**src/rtl/psi_pkg.sv**
```systemverilog
// ----------------------------------------------------------------------------
// Priority stack package
// Shared constants, operation codes and fault codes of the priority stack.
// ----------------------------------------------------------------------------
`default_nettype none

package psi_pkg;

   // Default sizes of the stack and of its entries.
   localparam int DEPTH_DEF      = 16;
   localparam int ELEM_WIDTH_DEF = 32;
   localparam int PRIO_WIDTH_DEF = 8;

   // Operation codes carried by the func field. The fourth code acts as a peek.
   typedef enum logic [1:0] {
      FUNC_PUSH = 2'd0,
      FUNC_POP  = 2'd1,
      FUNC_PEEK = 2'd2
   } func_type;

   // Fault codes reported with every result word.
   typedef enum logic [1:0] {
      FAULT_NONE      = 2'd0,
      FAULT_POP_EMPTY = 2'd1,
      FAULT_PUSH_FULL = 2'd2
   } fault_type;

endpackage : psi_pkg

`default_nettype wire

```
**src/rtl/psi_if.sv**
```systemverilog
// ----------------------------------------------------------------------------
// Priority stack channels
// Valid/ready channels for operation words and result words.
// ----------------------------------------------------------------------------
`default_nettype none

// Operation channel: one word per push, pop or peek.
interface psi_req_if
   import psi_pkg::*;
#(
   parameter int ELEM_WIDTH = ELEM_WIDTH_DEF,
   parameter int PRIO_WIDTH = PRIO_WIDTH_DEF
);
   logic                  valid;
   logic                  ready;
   logic [1:0]            func;
   logic [ELEM_WIDTH-1:0] elem_in;
   logic [PRIO_WIDTH-1:0] prio_in;

   modport source (output valid, func, elem_in, prio_in, input ready);
   modport sink   (input valid, func, elem_in, prio_in, output ready);
endinterface : psi_req_if

// Result channel: one word per operation.
interface psi_rsp_if
   import psi_pkg::*;
#(
   parameter int ELEM_WIDTH = ELEM_WIDTH_DEF,
   parameter int PRIO_WIDTH = PRIO_WIDTH_DEF,
   parameter int CNT_WIDTH  = $clog2(DEPTH_DEF + 1)
);
   logic                  valid;
   logic                  ready;
   logic [ELEM_WIDTH-1:0] top_elem;
   logic [PRIO_WIDTH-1:0] top_prio;
   logic [CNT_WIDTH-1:0]  count;
   logic                  is_empty;
   logic [1:0]            fault;

   modport source (output valid, top_elem, top_prio, count, is_empty, fault, input ready);
   modport sink   (input valid, top_elem, top_prio, count, is_empty, fault, output ready);
endinterface : psi_rsp_if

`default_nettype wire

```
**src/rtl/priority_stack_sorted_insert_core.sv**
```systemverilog
// ----------------------------------------------------------------------------
// Priority stack core
// Bounded priority stack kept as a sorted list in an entry memory.
// ----------------------------------------------------------------------------
// Usage: operation words (push, pop, peek) arrive on req_chan; every word
// gives exactly one result word on rsp_chan with the top element, its
// priority, the entry count, an empty flag and a fault code. Equal
// priorities leave in LIFO order. A pop of an empty stack and a push to a
// full stack change nothing and are flagged in the fault code.
// Entries sit in memory from the bottom (index 0) to the top (count - 1);
// the top entry is also held in a register for peeks and push compares.
// Path to the result word: a peek, a faulted operation, a pop that empties
// the stack or a push that lands on top goes straight to the result stage;
// a pop that leaves the stack non-empty first reads the new top back from
// memory; a push that moves entries up walks the memory one entry per cycle
// through its single read port, and the walk ends with the write of the new
// word. One operation is in flight at a time and req_chan.ready is high only
// while the core is idle, so a new word is not taken before the result of
// the last one is presented.
// Reset empties the stack; no memory clearing is needed. When the result
// receiver stalls, the finished word waits in the output register while
// the next operation is taken in; that operation holds before its own
// result until the output register frees up.
// ----------------------------------------------------------------------------
`default_nettype none

module priority_stack_sorted_insert_core
   import psi_pkg::*;
#(
   parameter int DEPTH      = DEPTH_DEF,
   parameter int ELEM_WIDTH = ELEM_WIDTH_DEF,
   parameter int PRIO_WIDTH = PRIO_WIDTH_DEF,
   parameter int CNT_WIDTH  = $clog2(DEPTH + 1)
) (
   input wire logic  clock,
   input wire logic  reset,
   psi_req_if.sink   req_chan,
   psi_rsp_if.source rsp_chan
);

   localparam int ADDR_WIDTH = (DEPTH > 1) ? $clog2(DEPTH) : 1;
   localparam int WORD_WIDTH = ELEM_WIDTH + PRIO_WIDTH;

   typedef enum logic [2:0] {
      ST_IDLE,
      ST_SCAN,
      ST_PUT,
      ST_POP,
      ST_EMIT
   } state_type;

   // Control registers.
   state_type             state_ff, state_in;
   logic [CNT_WIDTH-1:0]  fill_ff, fill_in;
   logic                  rsp_valid_ff, rsp_valid_in;

   // Datapath registers.
   logic [ADDR_WIDTH-1:0] idx_ff, idx_in;
   logic [ELEM_WIDTH-1:0] top_elem_ff, top_elem_in;
   logic [PRIO_WIDTH-1:0] top_prio_ff, top_prio_in;
   logic [ELEM_WIDTH-1:0] new_elem_ff, new_elem_in;
   logic [PRIO_WIDTH-1:0] new_prio_ff, new_prio_in;
   fault_type             fault_ff, fault_in;
   logic [ELEM_WIDTH-1:0] rsp_elem_ff, rsp_elem_in;
   logic [PRIO_WIDTH-1:0] rsp_prio_ff, rsp_prio_in;
   logic [CNT_WIDTH-1:0]  rsp_count_ff, rsp_count_in;
   logic                  rsp_empty_ff, rsp_empty_in;
   fault_type             rsp_fault_ff, rsp_fault_in;

   // Memory ports.
   logic                  wr_en;
   logic [ADDR_WIDTH-1:0] wr_addr;
   logic [WORD_WIDTH-1:0] wr_data;
   logic [ADDR_WIDTH-1:0] rd_addr;
   logic [WORD_WIDTH-1:0] rd_data;
   logic [ELEM_WIDTH-1:0] rd_elem;
   logic [PRIO_WIDTH-1:0] rd_prio;

   logic [CNT_WIDTH-1:0]  fill_dec1;
   logic [CNT_WIDTH-1:0]  fill_dec2;
   logic                  req_fire;
   logic                  rsp_free;

   assign fill_dec1 = fill_ff - CNT_WIDTH'(1);
   assign fill_dec2 = fill_ff - CNT_WIDTH'(2);
   assign rd_elem   = rd_data[ELEM_WIDTH-1:0];
   assign rd_prio   = rd_data[WORD_WIDTH-1:ELEM_WIDTH];
   assign req_fire  = req_chan.valid && (state_ff == ST_IDLE);
   assign rsp_free  = !rsp_valid_ff || rsp_chan.ready;

   psi_ram #(
      .DEPTH      (DEPTH),
      .WIDTH      (WORD_WIDTH),
      .ADDR_WIDTH (ADDR_WIDTH)
   ) u_ram (
      .clock   (clock),
      .wr_en   (wr_en),
      .wr_addr (wr_addr),
      .wr_data (wr_data),
      .rd_addr (rd_addr),
      .rd_data (rd_data)
   );

   // Sequencer: insertion walk, pop refill and result hand-off.
   always_comb begin
      state_in     = state_ff;
      fill_in      = fill_ff;
      idx_in       = idx_ff;
      top_elem_in  = top_elem_ff;
      top_prio_in  = top_prio_ff;
      new_elem_in  = new_elem_ff;
      new_prio_in  = new_prio_ff;
      fault_in     = fault_ff;
      rsp_valid_in = rsp_valid_ff && !rsp_chan.ready;
      rsp_elem_in  = rsp_elem_ff;
      rsp_prio_in  = rsp_prio_ff;
      rsp_count_in = rsp_count_ff;
      rsp_empty_in = rsp_empty_ff;
      rsp_fault_in = rsp_fault_ff;
      wr_en        = 1'b0;
      wr_addr      = fill_ff[ADDR_WIDTH-1:0];
      wr_data      = {req_chan.prio_in, req_chan.elem_in};
      rd_addr      = idx_ff;

      case (state_ff)
         ST_IDLE: begin
            if (req_fire) begin
               fault_in    = FAULT_NONE;
               new_elem_in = req_chan.elem_in;
               new_prio_in = req_chan.prio_in;
               state_in    = ST_EMIT;
               if (req_chan.func == FUNC_PUSH) begin
                  if (fill_ff == CNT_WIDTH'(DEPTH)) begin
                     fault_in = FAULT_PUSH_FULL;
                  end else if (fill_ff == '0 || req_chan.prio_in >= top_prio_ff) begin
                     // The new word becomes the top: append it.
                     wr_en       = 1'b1;
                     top_elem_in = req_chan.elem_in;
                     top_prio_in = req_chan.prio_in;
                     fill_in     = fill_ff + CNT_WIDTH'(1);
                  end else begin
                     // Walk down from the top, moving higher entries up.
                     rd_addr  = fill_dec1[ADDR_WIDTH-1:0];
                     idx_in   = fill_dec1[ADDR_WIDTH-1:0];
                     fill_in  = fill_ff + CNT_WIDTH'(1);
                     state_in = ST_SCAN;
                  end
               end else if (req_chan.func == FUNC_POP) begin
                  if (fill_ff == '0) begin
                     fault_in = FAULT_POP_EMPTY;
                  end else begin
                     fill_in = fill_dec1;
                     if (fill_ff > CNT_WIDTH'(1)) begin
                        rd_addr  = fill_dec2[ADDR_WIDTH-1:0];
                        state_in = ST_POP;
                     end
                  end
               end
            end
         end

         ST_SCAN: begin
            wr_en   = 1'b1;
            wr_addr = idx_ff + ADDR_WIDTH'(1);
            if (rd_prio > new_prio_ff) begin
               wr_data = rd_data;
               if (idx_ff == '0) begin
                  state_in = ST_PUT;
               end else begin
                  rd_addr = idx_ff - ADDR_WIDTH'(1);
                  idx_in  = idx_ff - ADDR_WIDTH'(1);
               end
            end else begin
               wr_data  = {new_prio_ff, new_elem_ff};
               state_in = ST_EMIT;
            end
         end

         ST_PUT: begin
            // Lowest priority so far: the new word goes to the bottom.
            wr_en    = 1'b1;
            wr_addr  = '0;
            wr_data  = {new_prio_ff, new_elem_ff};
            state_in = ST_EMIT;
         end

         ST_POP: begin
            top_elem_in = rd_elem;
            top_prio_in = rd_prio;
            state_in    = ST_EMIT;
         end

         ST_EMIT: begin
            if (rsp_free) begin
               rsp_valid_in = 1'b1;
               rsp_count_in = fill_ff;
               rsp_empty_in = (fill_ff == '0);
               rsp_fault_in = fault_ff;
               rsp_elem_in  = (fill_ff == '0) ? '0 : top_elem_ff;
               rsp_prio_in  = (fill_ff == '0) ? '0 : top_prio_ff;
               state_in     = ST_IDLE;
            end
         end

         default: begin
            state_in = ST_IDLE;
         end
      endcase
   end

   // State and registered outputs.
   always_ff @(posedge clock) begin
      if (reset) begin
         state_ff     <= ST_IDLE;
         fill_ff      <= '0;
         rsp_valid_ff <= 1'b0;
      end else begin
         state_ff     <= state_in;
         fill_ff      <= fill_in;
         rsp_valid_ff <= rsp_valid_in;
      end
      idx_ff       <= idx_in;
      top_elem_ff  <= top_elem_in;
      top_prio_ff  <= top_prio_in;
      new_elem_ff  <= new_elem_in;
      new_prio_ff  <= new_prio_in;
      fault_ff     <= fault_in;
      rsp_elem_ff  <= rsp_elem_in;
      rsp_prio_ff  <= rsp_prio_in;
      rsp_count_ff <= rsp_count_in;
      rsp_empty_ff <= rsp_empty_in;
      rsp_fault_ff <= rsp_fault_in;
   end

   // Channel outputs.
   assign req_chan.ready    = (state_ff == ST_IDLE);
   assign rsp_chan.valid    = rsp_valid_ff;
   assign rsp_chan.top_elem = rsp_elem_ff;
   assign rsp_chan.top_prio = rsp_prio_ff;
   assign rsp_chan.count    = rsp_count_ff;
   assign rsp_chan.is_empty = rsp_empty_ff;
   assign rsp_chan.fault    = rsp_fault_ff;

endmodule : priority_stack_sorted_insert_core

`default_nettype wire

```
**src/rtl/psi_ram.sv**
```systemverilog
// ----------------------------------------------------------------------------
// Priority stack entry memory
// Simple dual-port memory: one write port, one read port, registered read.
// ----------------------------------------------------------------------------
`default_nettype none

module psi_ram
   import psi_pkg::*;
#(
   parameter int DEPTH      = DEPTH_DEF,
   parameter int WIDTH      = ELEM_WIDTH_DEF + PRIO_WIDTH_DEF,
   parameter int ADDR_WIDTH = (DEPTH > 1) ? $clog2(DEPTH) : 1
) (
   input  wire logic                  clock,
   input  wire logic                  wr_en,
   input  wire logic [ADDR_WIDTH-1:0] wr_addr,
   input  wire logic [WIDTH-1:0]      wr_data,
   input  wire logic [ADDR_WIDTH-1:0] rd_addr,
   output      logic [WIDTH-1:0]      rd_data
);

   logic [WIDTH-1:0] mem [DEPTH];
   logic [WIDTH-1:0] rd_data_ff;

   // Write port.
   always_ff @(posedge clock) begin
      if (wr_en) begin
         mem[wr_addr] <= wr_data;
      end
   end

   // Registered read port.
   always_ff @(posedge clock) begin
      rd_data_ff <= mem[rd_addr];
   end

   assign rd_data = rd_data_ff;

endmodule : psi_ram

`default_nettype wire
```
**src/flat_wrapper.sv**
```systemverilog
// flat-port wrapper written by rule: the top's interface ports become plain ports
module priority_stack_sorted_insert_core_flat import psi_pkg::*;
#(
   parameter int DEPTH      = DEPTH_DEF,
   parameter int ELEM_WIDTH = ELEM_WIDTH_DEF,
   parameter int PRIO_WIDTH = PRIO_WIDTH_DEF,
   parameter int CNT_WIDTH  = $clog2(DEPTH + 1)
)
  (clock, reset, req_chan_valid, req_chan_func, req_chan_elem_in, req_chan_prio_in, req_chan_ready, rsp_chan_valid, rsp_chan_top_elem, rsp_chan_top_prio, rsp_chan_count, rsp_chan_is_empty, rsp_chan_fault, rsp_chan_ready);
  psi_req_if #(.ELEM_WIDTH(ELEM_WIDTH), .PRIO_WIDTH(PRIO_WIDTH)) req_chan_i ();
  psi_rsp_if #(.ELEM_WIDTH(ELEM_WIDTH), .PRIO_WIDTH(PRIO_WIDTH), .CNT_WIDTH(CNT_WIDTH)) rsp_chan_i ();
  input wire logic clock;
  input wire logic reset;
  input wire logic [$bits(req_chan_i.valid)-1:0] req_chan_valid;
  input wire logic [$bits(req_chan_i.func)-1:0] req_chan_func;
  input wire logic [$bits(req_chan_i.elem_in)-1:0] req_chan_elem_in;
  input wire logic [$bits(req_chan_i.prio_in)-1:0] req_chan_prio_in;
  output wire logic [$bits(req_chan_i.ready)-1:0] req_chan_ready;
  output wire logic [$bits(rsp_chan_i.valid)-1:0] rsp_chan_valid;
  output wire logic [$bits(rsp_chan_i.top_elem)-1:0] rsp_chan_top_elem;
  output wire logic [$bits(rsp_chan_i.top_prio)-1:0] rsp_chan_top_prio;
  output wire logic [$bits(rsp_chan_i.count)-1:0] rsp_chan_count;
  output wire logic [$bits(rsp_chan_i.is_empty)-1:0] rsp_chan_is_empty;
  output wire logic [$bits(rsp_chan_i.fault)-1:0] rsp_chan_fault;
  input wire logic [$bits(rsp_chan_i.ready)-1:0] rsp_chan_ready;
  assign req_chan_i.valid = req_chan_valid;
  assign req_chan_i.func = req_chan_func;
  assign req_chan_i.elem_in = req_chan_elem_in;
  assign req_chan_i.prio_in = req_chan_prio_in;
  assign req_chan_ready = req_chan_i.ready;
  assign rsp_chan_valid = rsp_chan_i.valid;
  assign rsp_chan_top_elem = rsp_chan_i.top_elem;
  assign rsp_chan_top_prio = rsp_chan_i.top_prio;
  assign rsp_chan_count = rsp_chan_i.count;
  assign rsp_chan_is_empty = rsp_chan_i.is_empty;
  assign rsp_chan_fault = rsp_chan_i.fault;
  assign rsp_chan_i.ready = rsp_chan_ready;
  priority_stack_sorted_insert_core #(.DEPTH(DEPTH), .ELEM_WIDTH(ELEM_WIDTH), .PRIO_WIDTH(PRIO_WIDTH), .CNT_WIDTH(CNT_WIDTH)) u_core (.clock(clock), .reset(reset), .req_chan(req_chan_i), .rsp_chan(rsp_chan_i));
endmodule
```
**config.mk**
```make
export PLATFORM = sky130hd
export DESIGN_NAME = priority_stack_sorted_insert_core_flat
export DESIGN_NICKNAME = d
export VERILOG_FILES = /design/src/rtl/psi_pkg.sv /design/src/rtl/psi_if.sv /design/src/rtl/priority_stack_sorted_insert_core.sv /design/src/rtl/psi_ram.sv /design/src/flat_wrapper.sv
export SDC_FILE = /design/constraint.sdc
export NUM_CORES = 1
export LEC_CHECK = 0
export BUFFER_PORTS_ARGS = -buffer_cell sky130_fd_sc_hd__buf_2
export CAP_MARGIN = 10
export CORE_AREA = 2 2 289 291
export DETAILED_ROUTE_END_ITERATION = 7
export DIE_AREA = 0 0 291 293
export GPL_ROUTABILITY_DRIVEN = 0
export SLEW_MARGIN = 20
export SYNTH_ARGS = -nofsm -noshare
export SYNTH_HDL_FRONTEND = slang
export SYNTH_SLANG_ARGS = --single-unit
```
**constraint.sdc**
```tcl
create_clock -name clock -period 4.49 [get_ports clock]
set_clock_uncertainty 0.15 [all_clocks]
set_input_delay 0.2245 -clock clock [delete_from_list [all_inputs] [get_ports clock]]
set_output_delay 0.2245 -clock clock [all_outputs]
set_load 0.1 [all_outputs]
```
==> impl_results.md <==
- Residual DRC count: 0
- Worst setup EP type: flip-flop
- Place WS: ~0.57 ns
- DP Wirelength: roughly 40000 µm
- 1st-pass router iterations: 5
- Most used DFF post-synth: edfxtp_1
- Internal cell power: roughly 15000 µW
- Global-route usage over all layers: around 18%
- Final Critical Period: ~4.0 ns
- Clk sinks: approximately 820
- Synth Instances: 1900
- Global-route wire length before repair: between 100000 and 150000 µm
- Proportion of layout cells with a drive suffix above 1: a little over 20%
- Cell Pwr Density: about 540 mW/mm²
- Chip width: between 200 and 300 µm
- Fin nets: around 2200
- Max_slew headroom: approximately a third
- Placed Instances: 3059
- Post-synth EDFFs: between 700 and 800
- Synth warnings: 0
- Setup repair bufs after CTS: 0
- Area post-placement: around 0.035 mm²
- Mapped Area: 0.0327 mm²
- HP Class: in -> reg
- Core area: just over 0.08 mm²
- Die area: approximately 0.085 mm²
- Routed vias: ~18000
- Distinct cells, synth: between 60 and 70
- Power share of the sequential group: roughly 45%
- Initial Util: 39.9%
- Req. time, crit path: slightly below 5 ns
- CTS tree: done
- Initial antenna violation count: 2
- DR WL/cell: ~24 µm
- RSZ-0062 raised after global routing: false
- Routed wl met3: 4780 µm
- Worst skew pair latency: between 0.6 and 0.7 ns
- Mean Syn Cell Area: 17.2 µm²
- Gate power share: 22.1%
- Min Hold Slack: ~0.18 ns
- Startpoint Class: flip-flop
- Syn Nets: about 2000
- Maximum VDD drop: between 300 and 400 µV
- Root Buffer: clkbuf_16
- Vias in the first global route: 17500
- Sequential share of the synthesized area: between 70 and 80%
- Maxcap violations: 0
- Asr flop ratio synth: 0%
- Post-Layout Cell Count: between 3000 and 4000
- Total gr overflow: 0
- Largest net degree at the start of global routing: 80
- Clk pwr share: between 30% and 40%
- First DRT Iteration DRCs: 1547
- Max Fclk: roughly 250 MHz
- Num rows: around 110
- Clk pin slew, worst setup/hold paths: around 0.060 ns
- Metal2 WL: roughly 38000 µm
- Crit Path Class: reg -> reg
- Status: completed
- Setup TNS: 0 ns
- I/O Buffers: 95
- Seq cells post-synth: a little over 800
- CTS Buf Count: just over 80
- Area growth, synth to finish: 17.8%
- Top Layer Used: met5
- Pins Over Slew Limit: 0
- Leakage Power: 0.0135 µW
- Routed Antenna Nets: 0
- Fin crit share: 88.4%
- I/O pin cnt: 96
- Crit path max fanout: 23
- Post-CTS Resized: 0
- H-tree depth: 3
- Wire length on met1: between 30000 and 40000 µm
- Sw Share: between 20% and 30%
- Final hold violations: 0
- Detailed Route WL: between 70000 and 80000 µm
- Worst EP arrival: ~4.3 ns
- Setup Viol. Count Final: 0
- Vert. Die Dim: a little under 300 µm
- DR vias/cell: about 5.4
- Design area: 0.0385 mm²
- Clk buf depth: 3
- Worst-margin pin slew: around 1.0 ns
- Post-route setup slack: between 0.5 and 0.6 ns
- NetSw: 6110 µW
## sequential cells by signal, summed over array words and instances, names as in the netlist
name / cells
u_core.u_ram.mem: 640
u_core.u_ram.rd_data: 40
u_core.new_elem_ff: 32
u_core.rsp_chan.top_elem: 32
u_core.top_elem_ff: 32
u_core.new_prio_ff: 8
u_core.rsp_chan.top_prio: 8
u_core.top_prio_ff: 8
u_core.fill_ff: 5
u_core.rsp_chan.count: 5
u_core.idx_ff: 4
u_core.state_ff: 3
u_core.fault_ff: 2
u_core.rsp_chan.fault: 2
u_core.rsp_chan.is_empty: 1
u_core.rsp_chan.valid: 1
## per-layer routing
metal	GRT usage, %	vias up
met2	30.5	545
li1	-	7960
met3	3.15	113
met5	0	-
met1	24.5	8951
met4	5.19	2
## final timing paths
| path | start | end | slack [ns] | cells after the start |
|---|---|---|---|---|
| hold reg to reg | u_core.fault_ff[0]$_SDFFCE_PP0P_ | u_core.rsp_chan.fault[0]$_DFFE_PP_ | 0.27 | 0 |
| setup reg to reg | u_core.fill_ff[1]$_SDFFE_PP0P_ | u_core.u_ram.rd_data[22]$_DFF_P_ | 0.52 | 12 |
| hold / removal | req_chan_elem_in[18] | u_core.new_elem_ff[18]$_DFFE_PP_ | 0.18 | 2 |
| setup / recovery | u_core.fill_ff[1]$_SDFFE_PP0P_ | u_core.u_ram.rd_data[22]$_DFF_P_ | 0.52 | 12 |
## per-stage QoR
stage / util [%] / total power, µW
after CTS: 47.0 / 21000
after floorplan: - / 12600
after detailed placement: 43.1 / 14000
after global routing: 47.0 / 21700
after global placement: 43.1 / 14000
final: 47.0 / 20900
## area by class of cell
type / instances / area (µm²)
Clock inverter: 46 / 495
Clock buffer: 107 / 2230
Multi-Input combinational cell: 947 / 8020
Sequential cell: 823 / 24200
Antenna cell: 1 / 2.50
Tap cell: 1070 / 1340
Timing Repair Buffer: 239 / 2080
Inverter: 27 / 101
Fill cell: 6866 / 43400
## power groups by stage
stage	sequential [µW]	clock [µW]	combinational, µW
floorplan	9980	0	2660
global placement	9500	0	4480
detailed placement	9500	0	4540
CTS	9350	7020	4590
global route	9390	7330	4930
finish	9350	6890	4610
## cell usage after synthesis (2+ instances only)
| library cell | count | area share, % |
|---|---|---|
| buf_1 | 4 | 0.046 |
| xnor2_1 | 8 | 0.21 |
| inv_1 | 25 | 0.29 |
| mux2i_1 | 314 | 9.6 |
| and3_1 | 41 | 0.78 |
| dfxtp_1 | 49 | 3.0 |
| nor2b_1 | 3 | 0.057 |
| o21a_1 | 2 | 0.046 |
| clkbuf_1 | 40 | 0.46 |
| buf_2 | 30 | 0.46 |
| o21ai_0 | 14 | 0.21 |
| edfxtp_1 | 774 | 71 |
| a21bo_2 | 2 | 0.061 |
| nor3_1 | 5 | 0.077 |
| nand2b_1 | 6 | 0.11 |
| o211ai_1 | 3 | 0.069 |
| mux2_2 | 46 | 1.6 |
| xor2_1 | 3 | 0.080 |
| buf_4 | 25 | 0.57 |
| a221oi_2 | 38 | 1.7 |
| nand4_1 | 2 | 0.038 |
| a22oi_1 | 125 | 2.9 |
| nor2_1 | 92 | 1.1 |
| nand2_1 | 31 | 0.36 |
| a21oi_1 | 57 | 0.87 |
| nand3b_1 | 2 | 0.046 |
| or2_2 | 3 | 0.057 |
| ha_1 | 25 | 0.96 |
| or3_1 | 3 | 0.057 |
| nor3b_2 | 2 | 0.077 |
| a22o_1 | 38 | 1.0 |
| nand3_1 | 10 | 0.15 |
| nor3b_1 | 2 | 0.046 |
| buf_6 | 4 | 0.14 |
| a211oi_1 | 5 | 0.11 |
| a21o_1 | 3 | 0.069 |
| and2_1 | 37 | 0.71 |
| and4_1 | 2 | 0.054 |
## cells by family after synthesis
family / synth area share, %
DFF: 74.1
buffers and inverters: 1.99
and+or+nand+nor: 3.79
AOI/OAI and AO/OA: 7.61
xor gates and xnor gates: 0.295
muxes: 11.2
adders and majority gates: 0.957
## worst max-delay path, cell delays in order, from the launching register on
cell	delay, ns
dfxtp_1	0.53
inv_1	0.21
ha_1	0.28
a21bo_2	0.23
a211oi_1	0.09
nor2_1	0.42
a21oi_1	0.14
o311a_1	0.17
a311oi_2	0.52
and3_2	0.51
buf_12	0.27
a22oi_1	0.12
and3_1	0.19
## cell usage in the layout (no fill, tap or decap), types with 37 or more instances in the layout
cell	netlist	layout
a221oi_2	38	38
dfxtp_1	49	49
a22oi_1	125	125
a21oi_1	57	55
a22o_1	38	38
and2_1	37	37
buf_2	30	95
edfxtp_1	774	774
clkbuf_16	0	84
nor2_1	92	73
and3_1	41	39
mux2_2	46	46
dlygate4sd3_1	0	46
buf_4	25	66
mux2i_1	314	314
## what timing repair did
action | in CTS | in global routing
hold buffers | 46 | 0
endpoints found under the hold margin | 123 | 0
endpoints found under the setup margin | 0 | 0
(Power assumes the default switching activity.)
